===== src/rtl/cscan_pkg.sv =====
// Shared widths, register indexes and word types of the C-SCAN disk scheduler.
package cscan_pkg;

  localparam int TRACK_BITS           = 16;
  localparam int COUNT_BITS           = TRACK_BITS + 1;
  localparam int SEEK_BITS            = TRACK_BITS + 6;
  localparam int MAX_REQUESTS_DEFAULT = 32;

  // Configuration register indexes.
  localparam int CFG_INDEX_BITS = 1;
  localparam logic [CFG_INDEX_BITS-1:0] CFG_HEAD_START  = 1'b0;
  localparam logic [CFG_INDEX_BITS-1:0] CFG_TRACK_COUNT = 1'b1;

  typedef struct packed {
    logic [TRACK_BITS-1:0] request_track;
    logic                  last_request;
  } req_word_t;

  typedef struct packed {
    logic [TRACK_BITS-1:0] served_track;
    logic [TRACK_BITS-1:0] move_distance;
    logic [SEEK_BITS-1:0]  seek_total;
    logic                  last_served;
  } res_word_t;

  // Command from the sequencer to the seek unit.
  typedef struct packed {
    logic                  start;
    logic [TRACK_BITS-1:0] head;
    logic                  valid;
    logic [TRACK_BITS-1:0] track;
    logic                  last;
  } emit_req_t;

endpackage


===== src/rtl/cscan_store.sv =====
// Request store: synchronous memory with one write port and one registered read port.
module cscan_store import cscan_pkg::*; #(
  parameter int DEPTH = MAX_REQUESTS_DEFAULT,
  parameter int AW    = 5
) (
  input  logic                  clk_i,
  input  logic                  we_i,
  input  logic [AW-1:0]         waddr_i,
  input  logic [TRACK_BITS-1:0] wdata_i,
  input  logic                  re_i,
  input  logic [AW-1:0]         raddr_i,
  output logic [TRACK_BITS-1:0] rdata_o
);

  logic [TRACK_BITS-1:0] mem [DEPTH];
  logic [TRACK_BITS-1:0] rdata_q;

  always_ff @(posedge clk_i) begin
    if (we_i) begin
      mem[waddr_i] <= wdata_i;
    end
  end

  always_ff @(posedge clk_i) begin
    if (re_i) begin
      rdata_q <= mem[raddr_i];
    end
  end

  assign rdata_o = rdata_q;

endmodule


===== src/rtl/cscan_emit.sv =====
// Seek unit: tracks the head, sums distances and holds the result word register.
module cscan_emit import cscan_pkg::*; (
  input  logic      clk_i,
  input  logic      rst_ni,
  input  emit_req_t req_i,
  output logic      ack_o,
  output logic      out_valid_o,
  input  logic      out_stall_i,
  output res_word_t out_data_o
);

  logic                  out_valid_q;
  res_word_t             out_q;
  logic [TRACK_BITS-1:0] head_q;
  logic [SEEK_BITS-1:0]  acc_q;
  logic [TRACK_BITS-1:0] move_dist;
  logic [SEEK_BITS-1:0]  acc_sum;

  assign ack_o     = req_i.valid && (!out_valid_q || !out_stall_i);
  assign move_dist = (req_i.track >= head_q) ? (req_i.track - head_q)
                                             : (head_q - req_i.track);
  assign acc_sum   = acc_q + SEEK_BITS'(move_dist);

  always_ff @(posedge clk_i or negedge rst_ni) begin
    if (!rst_ni) begin
      out_valid_q <= 1'b0;
      head_q      <= '0;
      acc_q       <= '0;
    end else begin
      if (req_i.start) begin
        head_q <= req_i.head;
        acc_q  <= '0;
      end else if (ack_o) begin
        head_q <= req_i.track;
        acc_q  <= acc_sum;
      end
      if (ack_o) begin
        out_valid_q <= 1'b1;
      end else if (!out_stall_i) begin
        out_valid_q <= 1'b0;
      end
    end
  end

  always_ff @(posedge clk_i) begin
    if (ack_o) begin
      out_q.served_track  <= req_i.track;
      out_q.move_distance <= move_dist;
      out_q.seek_total    <= acc_sum;
      out_q.last_served   <= req_i.last;
    end
  end

  assign out_valid_o = out_valid_q;
  assign out_data_o  = out_q;

endmodule


===== src/rtl/cscan_seq.sv =====
// Sequencer: sorted insertion into the store and the two-sweep service walk.
module cscan_seq import cscan_pkg::*; #(
  parameter int MAX_REQUESTS = MAX_REQUESTS_DEFAULT,
  parameter int AW           = 5,
  parameter int CW           = 6
) (
  input  logic                  clk_i,
  input  logic                  rst_ni,
  input  logic                  in_valid_i,
  output logic                  in_stall_o,
  input  req_word_t             in_data_i,
  input  logic [TRACK_BITS-1:0] head_start_i,
  input  logic [COUNT_BITS-1:0] track_count_i,
  output logic                  we_o,
  output logic [AW-1:0]         waddr_o,
  output logic [TRACK_BITS-1:0] wdata_o,
  output logic                  re_o,
  output logic [AW-1:0]         raddr_o,
  input  logic [TRACK_BITS-1:0] rdata_i,
  output emit_req_t             req_o,
  input  logic                  ack_i
);

  typedef enum logic [9:0] {
    S_IDLE    = 10'b00_0000_0001,
    S_INS     = 10'b00_0000_0010,
    S_PLACE   = 10'b00_0000_0100,
    S_SRCH_RD = 10'b00_0000_1000,
    S_SRCH    = 10'b00_0001_0000,
    S_UP_RD   = 10'b00_0010_0000,
    S_UP      = 10'b00_0100_0000,
    S_ZERO    = 10'b00_1000_0000,
    S_LOW_RD  = 10'b01_0000_0000,
    S_LOW     = 10'b10_0000_0000
  } state_e;

  state_e                state_q, state_d;
  logic [CW-1:0]         count_q, count_d;
  logic [CW-1:0]         k_q, k_d;
  logic [CW-1:0]         idx_q, idx_d;
  logic [CW-1:0]         p_q, p_d;
  logic [TRACK_BITS-1:0] val_q, val_d;
  logic                  last_q, last_d;
  logic [TRACK_BITS-1:0] head_q, head_d;
  logic [TRACK_BITS-1:0] top_q, top_d;
  logic                  top_done_q, top_done_d;
  logic                  begin_batch;
  logic                  finish;
  logic [TRACK_BITS-1:0] top_calc;
  logic                  top_sat;

  // A track count of zero or beyond the track space saturates the top track.
  assign top_sat  = (track_count_i == '0) ||
                    (track_count_i[TRACK_BITS] && (|track_count_i[TRACK_BITS-1:0]));
  assign top_calc = top_sat ? '1 : TRACK_BITS'(track_count_i - COUNT_BITS'(1));

  assign in_stall_o = (state_q != S_IDLE);

  always_comb begin
    state_d     = state_q;
    count_d     = count_q;
    k_d         = k_q;
    idx_d       = idx_q;
    p_d         = p_q;
    val_d       = val_q;
    last_d      = last_q;
    head_d      = head_q;
    top_d       = top_q;
    top_done_d  = top_done_q;
    we_o        = 1'b0;
    waddr_o     = '0;
    wdata_o     = val_q;
    re_o        = 1'b0;
    raddr_o     = '0;
    req_o       = '0;
    begin_batch = 1'b0;
    finish      = 1'b0;

    case (state_q)
      S_IDLE: begin
        if (in_valid_i) begin
          val_d  = in_data_i.request_track;
          last_d = in_data_i.last_request;
          if (count_q < CW'(MAX_REQUESTS)) begin
            count_d = count_q + CW'(1);
            if (count_q == '0) begin
              we_o        = 1'b1;
              waddr_o     = '0;
              wdata_o     = in_data_i.request_track;
              begin_batch = in_data_i.last_request;
            end else begin
              re_o    = 1'b1;
              raddr_o = AW'(count_q - CW'(1));
              k_d     = count_q;
              state_d = S_INS;
            end
          end else begin
            begin_batch = in_data_i.last_request;
          end
        end
      end
      S_INS: begin
        // The entry below the open slot is larger: move it up one place.
        if (rdata_i > val_q) begin
          we_o    = 1'b1;
          waddr_o = AW'(k_q);
          wdata_o = rdata_i;
          k_d     = k_q - CW'(1);
          if (k_q == CW'(1)) begin
            state_d = S_PLACE;
          end else begin
            re_o    = 1'b1;
            raddr_o = AW'(k_q - CW'(2));
          end
        end else begin
          we_o    = 1'b1;
          waddr_o = AW'(k_q);
          wdata_o = val_q;
          finish  = 1'b1;
        end
      end
      S_PLACE: begin
        we_o    = 1'b1;
        waddr_o = '0;
        wdata_o = val_q;
        finish  = 1'b1;
      end
      S_SRCH_RD: begin
        if (idx_q == count_q) begin
          p_d     = count_q;
          state_d = S_UP_RD;
        end else begin
          re_o    = 1'b1;
          raddr_o = AW'(idx_q);
          state_d = S_SRCH;
        end
      end
      S_SRCH: begin
        if (rdata_i >= head_q) begin
          p_d     = idx_q;
          state_d = S_UP;
        end else begin
          idx_d   = idx_q + CW'(1);
          state_d = S_SRCH_RD;
        end
      end
      S_UP_RD: begin
        if (idx_q == count_q) begin
          if (top_done_q) begin
            state_d = S_ZERO;
          end else begin
            req_o.valid = 1'b1;
            req_o.track = top_q;
            if (ack_i) begin
              top_done_d = 1'b1;
              state_d    = S_ZERO;
            end
          end
        end else begin
          re_o    = 1'b1;
          raddr_o = AW'(idx_q);
          state_d = S_UP;
        end
      end
      S_UP: begin
        req_o.valid = 1'b1;
        if (!top_done_q && (top_q <= rdata_i)) begin
          req_o.track = top_q;
          if (ack_i) begin
            top_done_d = 1'b1;
          end
        end else begin
          req_o.track = rdata_i;
          if (ack_i) begin
            idx_d   = idx_q + CW'(1);
            state_d = S_UP_RD;
          end
        end
      end
      S_ZERO: begin
        req_o.valid = 1'b1;
        req_o.track = '0;
        req_o.last  = (p_q == '0);
        if (ack_i) begin
          idx_d = '0;
          if (p_q == '0) begin
            count_d = '0;
            state_d = S_IDLE;
          end else begin
            state_d = S_LOW_RD;
          end
        end
      end
      S_LOW_RD: begin
        re_o    = 1'b1;
        raddr_o = AW'(idx_q);
        state_d = S_LOW;
      end
      S_LOW: begin
        req_o.valid = 1'b1;
        req_o.track = rdata_i;
        req_o.last  = ((idx_q + CW'(1)) == p_q);
        if (ack_i) begin
          idx_d = idx_q + CW'(1);
          if ((idx_q + CW'(1)) == p_q) begin
            count_d = '0;
            state_d = S_IDLE;
          end else begin
            state_d = S_LOW_RD;
          end
        end
      end
      default: begin
        state_d = S_IDLE;
      end
    endcase

    if (finish) begin
      if (last_q) begin
        begin_batch = 1'b1;
      end else begin
        state_d = S_IDLE;
      end
    end

    // The batch head and top track are captured from the configuration when the batch begins.
    if (begin_batch) begin
      state_d    = S_SRCH_RD;
      idx_d      = '0;
      top_done_d = 1'b0;
      head_d     = head_start_i;
      top_d      = top_calc;
      req_o.start = 1'b1;
      req_o.head  = head_start_i;
    end
  end

  always_ff @(posedge clk_i or negedge rst_ni) begin
    if (!rst_ni) begin
      state_q    <= S_IDLE;
      count_q    <= '0;
      k_q        <= '0;
      idx_q      <= '0;
      p_q        <= '0;
      last_q     <= 1'b0;
      top_done_q <= 1'b0;
    end else begin
      state_q    <= state_d;
      count_q    <= count_d;
      k_q        <= k_d;
      idx_q      <= idx_d;
      p_q        <= p_d;
      last_q     <= last_d;
      top_done_q <= top_done_d;
    end
  end

  always_ff @(posedge clk_i) begin
    val_q  <= val_d;
    head_q <= head_d;
    top_q  <= top_d;
  end

endmodule


===== src/rtl/cscan_disk_scheduler.sv =====
// C-SCAN disk scheduler top level: configuration registers, sequencer, store and seek unit.
// A request without the last flag is sorted into the store by an insert that walks the stored
// entries one per cycle through the store's read port, n being the number of stored requests.
// A last request is followed by a search for the first entry at or above the head and then n+2
// result words, one store read per stored request; output stalls stretch that phase.
// Reset clears the batch, sets head_start to 0 and track_count to 2^TRACK_BITS.
module cscan_disk_scheduler import cscan_pkg::*; #(
  parameter int MAX_REQUESTS = MAX_REQUESTS_DEFAULT
) (
  input  logic                      clk_i,
  input  logic                      rst_ni,
  input  logic                      in_valid_i,
  output logic                      in_stall_o,
  input  req_word_t                 in_data_i,
  output logic                      out_valid_o,
  input  logic                      out_stall_i,
  output res_word_t                 out_data_o,
  input  logic                      cfg_valid_i,
  output logic                      cfg_ready_o,
  input  logic [CFG_INDEX_BITS-1:0] cfg_index_i,
  input  logic [COUNT_BITS-1:0]     cfg_data_i
);

  // Store address width and a count width that can also hold the full depth.
  localparam int AW = (MAX_REQUESTS > 1) ? $clog2(MAX_REQUESTS) : 1;
  localparam int CW = $clog2(MAX_REQUESTS + 1);

  logic [TRACK_BITS-1:0] head_start_q;
  logic [COUNT_BITS-1:0] track_count_q;

  logic                  we;
  logic [AW-1:0]         waddr;
  logic [TRACK_BITS-1:0] wdata;
  logic                  re;
  logic [AW-1:0]         raddr;
  logic [TRACK_BITS-1:0] rdata;
  emit_req_t             emit_req;
  logic                  emit_ack;

  // Configuration words are taken whenever the sequencer is idle.
  assign cfg_ready_o = !in_stall_o;

  always_ff @(posedge clk_i or negedge rst_ni) begin
    if (!rst_ni) begin
      head_start_q  <= '0;
      track_count_q <= COUNT_BITS'(1) << TRACK_BITS;
    end else if (cfg_valid_i && cfg_ready_o) begin
      case (cfg_index_i)
        CFG_HEAD_START:  head_start_q  <= cfg_data_i[TRACK_BITS-1:0];
        CFG_TRACK_COUNT: track_count_q <= cfg_data_i;
        default: begin
        end
      endcase
    end
  end

  // The sequencer keeps the store sorted in ascending order as requests arrive,
  // then walks it: up sweep from the first entry at or above the head, with the
  // top track merged in, then track 0 and the entries below the head.
  cscan_seq #(
    .MAX_REQUESTS(MAX_REQUESTS),
    .AW          (AW),
    .CW          (CW)
  ) u_seq (
    .clk_i        (clk_i),
    .rst_ni       (rst_ni),
    .in_valid_i   (in_valid_i),
    .in_stall_o   (in_stall_o),
    .in_data_i    (in_data_i),
    .head_start_i (head_start_q),
    .track_count_i(track_count_q),
    .we_o         (we),
    .waddr_o      (waddr),
    .wdata_o      (wdata),
    .re_o         (re),
    .raddr_o      (raddr),
    .rdata_i      (rdata),
    .req_o        (emit_req),
    .ack_i        (emit_ack)
  );

  cscan_store #(
    .DEPTH(MAX_REQUESTS),
    .AW   (AW)
  ) u_store (
    .clk_i  (clk_i),
    .we_i   (we),
    .waddr_i(waddr),
    .wdata_i(wdata),
    .re_i   (re),
    .raddr_i(raddr),
    .rdata_o(rdata)
  );

  // The seek unit owns the head position and the running total, and its output
  // register lets a finished word wait while the sequencer moves on.
  cscan_emit u_emit (
    .clk_i      (clk_i),
    .rst_ni     (rst_ni),
    .req_i      (emit_req),
    .ack_o      (emit_ack),
    .out_valid_o(out_valid_o),
    .out_stall_i(out_stall_i),
    .out_data_o (out_data_o)
  );

endmodule

===== config.mk =====
export PLATFORM = sky130hd
export DESIGN_NAME = cscan_disk_scheduler
export DESIGN_NICKNAME = d
export VERILOG_FILES = /design/src/rtl/cscan_pkg.sv /design/src/rtl/cscan_store.sv /design/src/rtl/cscan_emit.sv /design/src/rtl/cscan_seq.sv /design/src/rtl/cscan_disk_scheduler.sv
export SDC_FILE = /design/constraint.sdc
export NUM_CORES = 1
export LEC_CHECK = 0
export BUFFER_PORTS_ARGS = -buffer_cell sky130_fd_sc_hd__clkbuf_2
export CORE_UTILIZATION = 25
export CTS_CLUSTER_DIAMETER = 30
export DETAILED_ROUTE_END_ITERATION = 6
export PLACE_DENSITY = 0.48
export SYNTH_ARGS = -nofsm -noshare
export SYNTH_HDL_FRONTEND = slang
export SYNTH_SLANG_ARGS = --single-unit

===== constraint.sdc =====
create_clock -name clk_i -period 12.3 [get_ports clk_i]
set_input_delay 1.845 -clock clk_i [delete_from_list [all_inputs] [get_ports clk_i]]
set_output_delay 1.845 -clock clk_i [all_outputs]
set_load 0.03 [all_outputs]

==> results.tsv <==
stage	metric	value	unit
finish	synth-to-layout area growth	25.8	%
floorplanning	Core Box Area	0.135	mm^2
finish	layout net count	3085	
cts	cts repair resizes	0	
finish	register area	0.0217	mm^2
placement	dpl hpwl	68.8	mm
worst_hold_path	worst hold path type	flip-flop to flip-flop	
finish	final core occ	31.7	%
drt	Antenna Nets Post-Route	0	
logic_synthesis	commonest cells in the netlist	edfxtp_1, nand2_1, nand3_1, mux2i_1, nor2_1	
logic_synthesis	top cell type's share of synthesized area	55.6	%
global_route	first-pass GRT wire length	157	mm
logic_synthesis	Post-synth EDFFs	631	
logic_synthesis	top_reg_cell synth	edfxtp_1	
logic_synthesis	Syn Nets	2864	
cts	clock buffer count from CTS	170	
critical_path	kind of critical path	flip-flop to flip-flop	
floorplanning	Core Rows	135	
logic_synthesis	flops & latches, synth	739	
drt	wire per inst	22.0	um
finish	ratio of cells with drive above 1 in the final layout	18.2	%
status	status	completed	
cts	Clock Sinks	739	
sta	Slew @ Worst Pin	1.23	ns
critical_path	CP Capture Type	flip-flop	
cts	Setup Fix Bufs, Post-CTS	0	
cts	CTS H-tree depth	4	
logic_synthesis	most frequent cell after synthesis	edfxtp_1	
sta	# setup viols final	0	
sta	final hold vios	0	
drt	DRT iter0 DRCs	1955	
sta	highest clock rate	123	MHz
logic_synthesis	sequential share of the synthesized area	63.5	%
floorplanning	Initial Util	25.2	%
critical_path	slowest stage delay, CP	0.60	ns
logic_synthesis	Post-synth ARST share	14.6	%
sta	relative slew slack	17.9	%
drt	drt pass-1 iters	5	
critical_path	most frequent CP cell	a21o_1	
sta	Post-Route Skew	0.0418	ns
placement	Port Buf Inserts	97	
floorplanning	num ports	98	
cts	Clk Latency, worst-skew pair	0.76	ns
drt	via count	23295	
critical_path	Worst setup SP type	flip-flop	
finish	Multi-input gate area	0.0115	mm^2
global_route	grt total ovfl	0	
critical_path	critical path arrival	8.72	ns
sta	Tmin final	8.10	ns
logic_synthesis	Cell variety after synth	98	
logic_synthesis	post-synth top area cell	edfxtp_1	
global_route	initial antenna violation count	4	
sta	setup TNS	0	ns
logic_synthesis	Syn Area/Cell	12.5	um^2
logic_synthesis	Netlist Area Pre-Place	0.0341	mm^2
sta	Hold Worst Slack	0.465	ns
critical_path	CP max stage cell	a221oi_1	
power_and_ir_drop	Leakage Power	0.0160	uW
flow_run	MaxCap Viol Count	0	
drt	WL final	107	mm
finish	# fillers	13607	
floorplanning	chip width	371	um
drt	DRC	0	
critical_path	Crit path required time	12.92	ns
global_route	number of global-route vias before repair	22974	
logic_synthesis	main area contributors after synthesis	edfxtp_1, dfrtp_1, nand2_1	
cts	clock buffer depth	3	
finish	Ant. Diodes	0	
cts	CTS tree	built	
sta	RSZ-0062 raised after global routing	no	
logic_synthesis	Ys Warns	0	
placement	number of cells after detailed placement	4548	
global_route	GR Util All Layers	15.5	%
sta	crit share post-route	65.9	%
power_and_ir_drop	maximum vdd drop	0.136	mV
floorplanning	die area	0.138	mm^2
global_route	pin count of the biggest net entering global routing	78	
drt	routed vias/inst	4.79	
floorplanning	Die H	371	um
power_and_ir_drop	PnR Total Power	11500	uW
critical_path	Reg2Reg Setup Slack	4.20	ns
cts	Post-CTS Hold Fix Bufs	0	
power_and_ir_drop	power density cells	268	mW/mm^2
finish	fin cells	4868	
placement	routability congestion estimate	0.846	
logic_synthesis	Post-Syn Instances	2718	
sta	max-slew violations	0	
cts	CTS Root Cell	clkbuf_16	
cts	clock transition at the registers of the reported paths	0.05	ns
critical_path	crit-path max FO	21	
placed cells by master (no fill, tap or decap), types with 12 or more instances in the layout:
| cell type | Yosys | final |
|---|---|---|
| nand2b_1 | 12 | 12 |
| clkbuf_16 | 0 | 174 |
| a21oi_1 | 88 | 87 |
| ha_1 | 103 | 103 |
| xnor2_1 | 43 | 43 |
| nor2_1 | 117 | 112 |
| nor3_1 | 34 | 34 |
| and3_1 | 23 | 23 |
| clkinvlp_4 | 0 | 12 |
| clkinv_1 | 1 | 22 |
| xor2_1 | 24 | 24 |
| o21ai_1 | 19 | 20 |
| nand3_1 | 132 | 132 |
| o21ai_0 | 91 | 89 |
| inv_1 | 105 | 105 |
| or3_1 | 19 | 19 |
| edfxtp_1 | 631 | 631 |
| mux2_2 | 53 | 53 |
| dfrtp_1 | 106 | 106 |
| o211ai_1 | 16 | 16 |
| a31oi_1 | 16 | 16 |
| clkbuf_2 | 1 | 96 |
| a221oi_1 | 14 | 13 |
| mux2i_1 | 119 | 119 |
| nand2_1 | 429 | 427 |
| o21bai_1 | 14 | 14 |
| a211oi_1 | 13 | 13 |
| o21a_1 | 13 | 12 |
| buf_4 | 20 | 85 |
| clkbuf_1 | 72 | 30 |
| a32oi_1 | 12 | 12 |
| nand4_1 | 42 | 42 |
| bufinv_16 | 0 | 25 |
| a21o_1 | 38 | 38 |
| clkinv_2 | 0 | 26 |
| a22oi_1 | 56 | 56 |
metrics by stage:
stage | worst slack (ns) | instance area (um^2)
detailed placement | 4.21 | 36900
CTS | 4.13 | 42900
global route | 3.53 | 42900
floorplan | 4.71 | 34100
global placement | 4.36 | 36900
finish | 4.20 | 42900
worst max-delay path: cells and delay by family, from the launching register on:
family | cells | cell delay [ns]
AO/OA/AOI/OAI | 20 | 4.74
adder cells (fa/ha/maj) | 3 | 1.14
flip-flops | 1 | 0.46
AND/OR/NAND/NOR | 3 | 0.44
XOR/XNOR | 1 | 0.16
multiplexers | 1 | 0.31
buffers and inverters | 4 | 0.72
final cells by class:
type	count	area share, %
clock buffer	214	10.7
clock inverter	106	3.29
inverter	107	0.939
multi-input combinational	1740	26.8
sequential	739	50.5
tap	1781	5.19
timing repair buffer	181	2.61
per-layer routing:
layer	routed length [um]	up-vias	global-route usage [%]
li1	-	10689	-
met1	49800	11704	21.5
met2	47800	730	23.7
met3	6640	168	3.41
met4	3050	4	5.74
met5	28	-	0
power by group:
part	total, uW	switching [uW]	internal [uW]
clock network	4660	1480	3180
logic	3480	2350	1130
registers	3380	229	3150
total	11500	4060	7460
worst paths after layout:
kind | startpoint | depth (start not counted) | to
min | head_start_q[5] | 0 | u_seq.head_q[5]
min in group asynchronous | rst_ni | 1 | u_seq.k_q[4]
max in group asynchronous | rst_ni | 2 | u_emit.head_q[12]
max reg2reg | u_store.rdata_o[9] | 32 | u_emit.acc_q[20]
max | u_store.rdata_o[9] | 32 | u_emit.acc_q[20]
min reg2reg | head_start_q[5] | 0 | u_seq.head_q[5]
cell families after synthesis:
kind of cell	Yosys count	synth area share [%]
AO/OA/AOI/OAI	505	10.4
flip-flops	739	63.5
adder cells (fa/ha/maj)	106	3.95
buffers and inverters	239	3.08
AND/OR/NAND/NOR	888	12.0
XOR/XNOR	67	1.72
multiplexers	174	5.31
flip-flops by register name, indices dropped and copies added, names as in the netlist, 10 cells and up:
register / cells
u_store.mem: 512
u_emit.out_data_o: 55
u_emit.acc_q: 22
track_count_q: 17
head_start_q: 16
u_emit.head_q: 16
u_seq.head_q: 16
u_seq.top_q: 16
u_seq.val_q: 16
u_store.rdata_o: 16
u_seq.state_q: 10
Note: power is estimated with default switching activity, not from simulation.
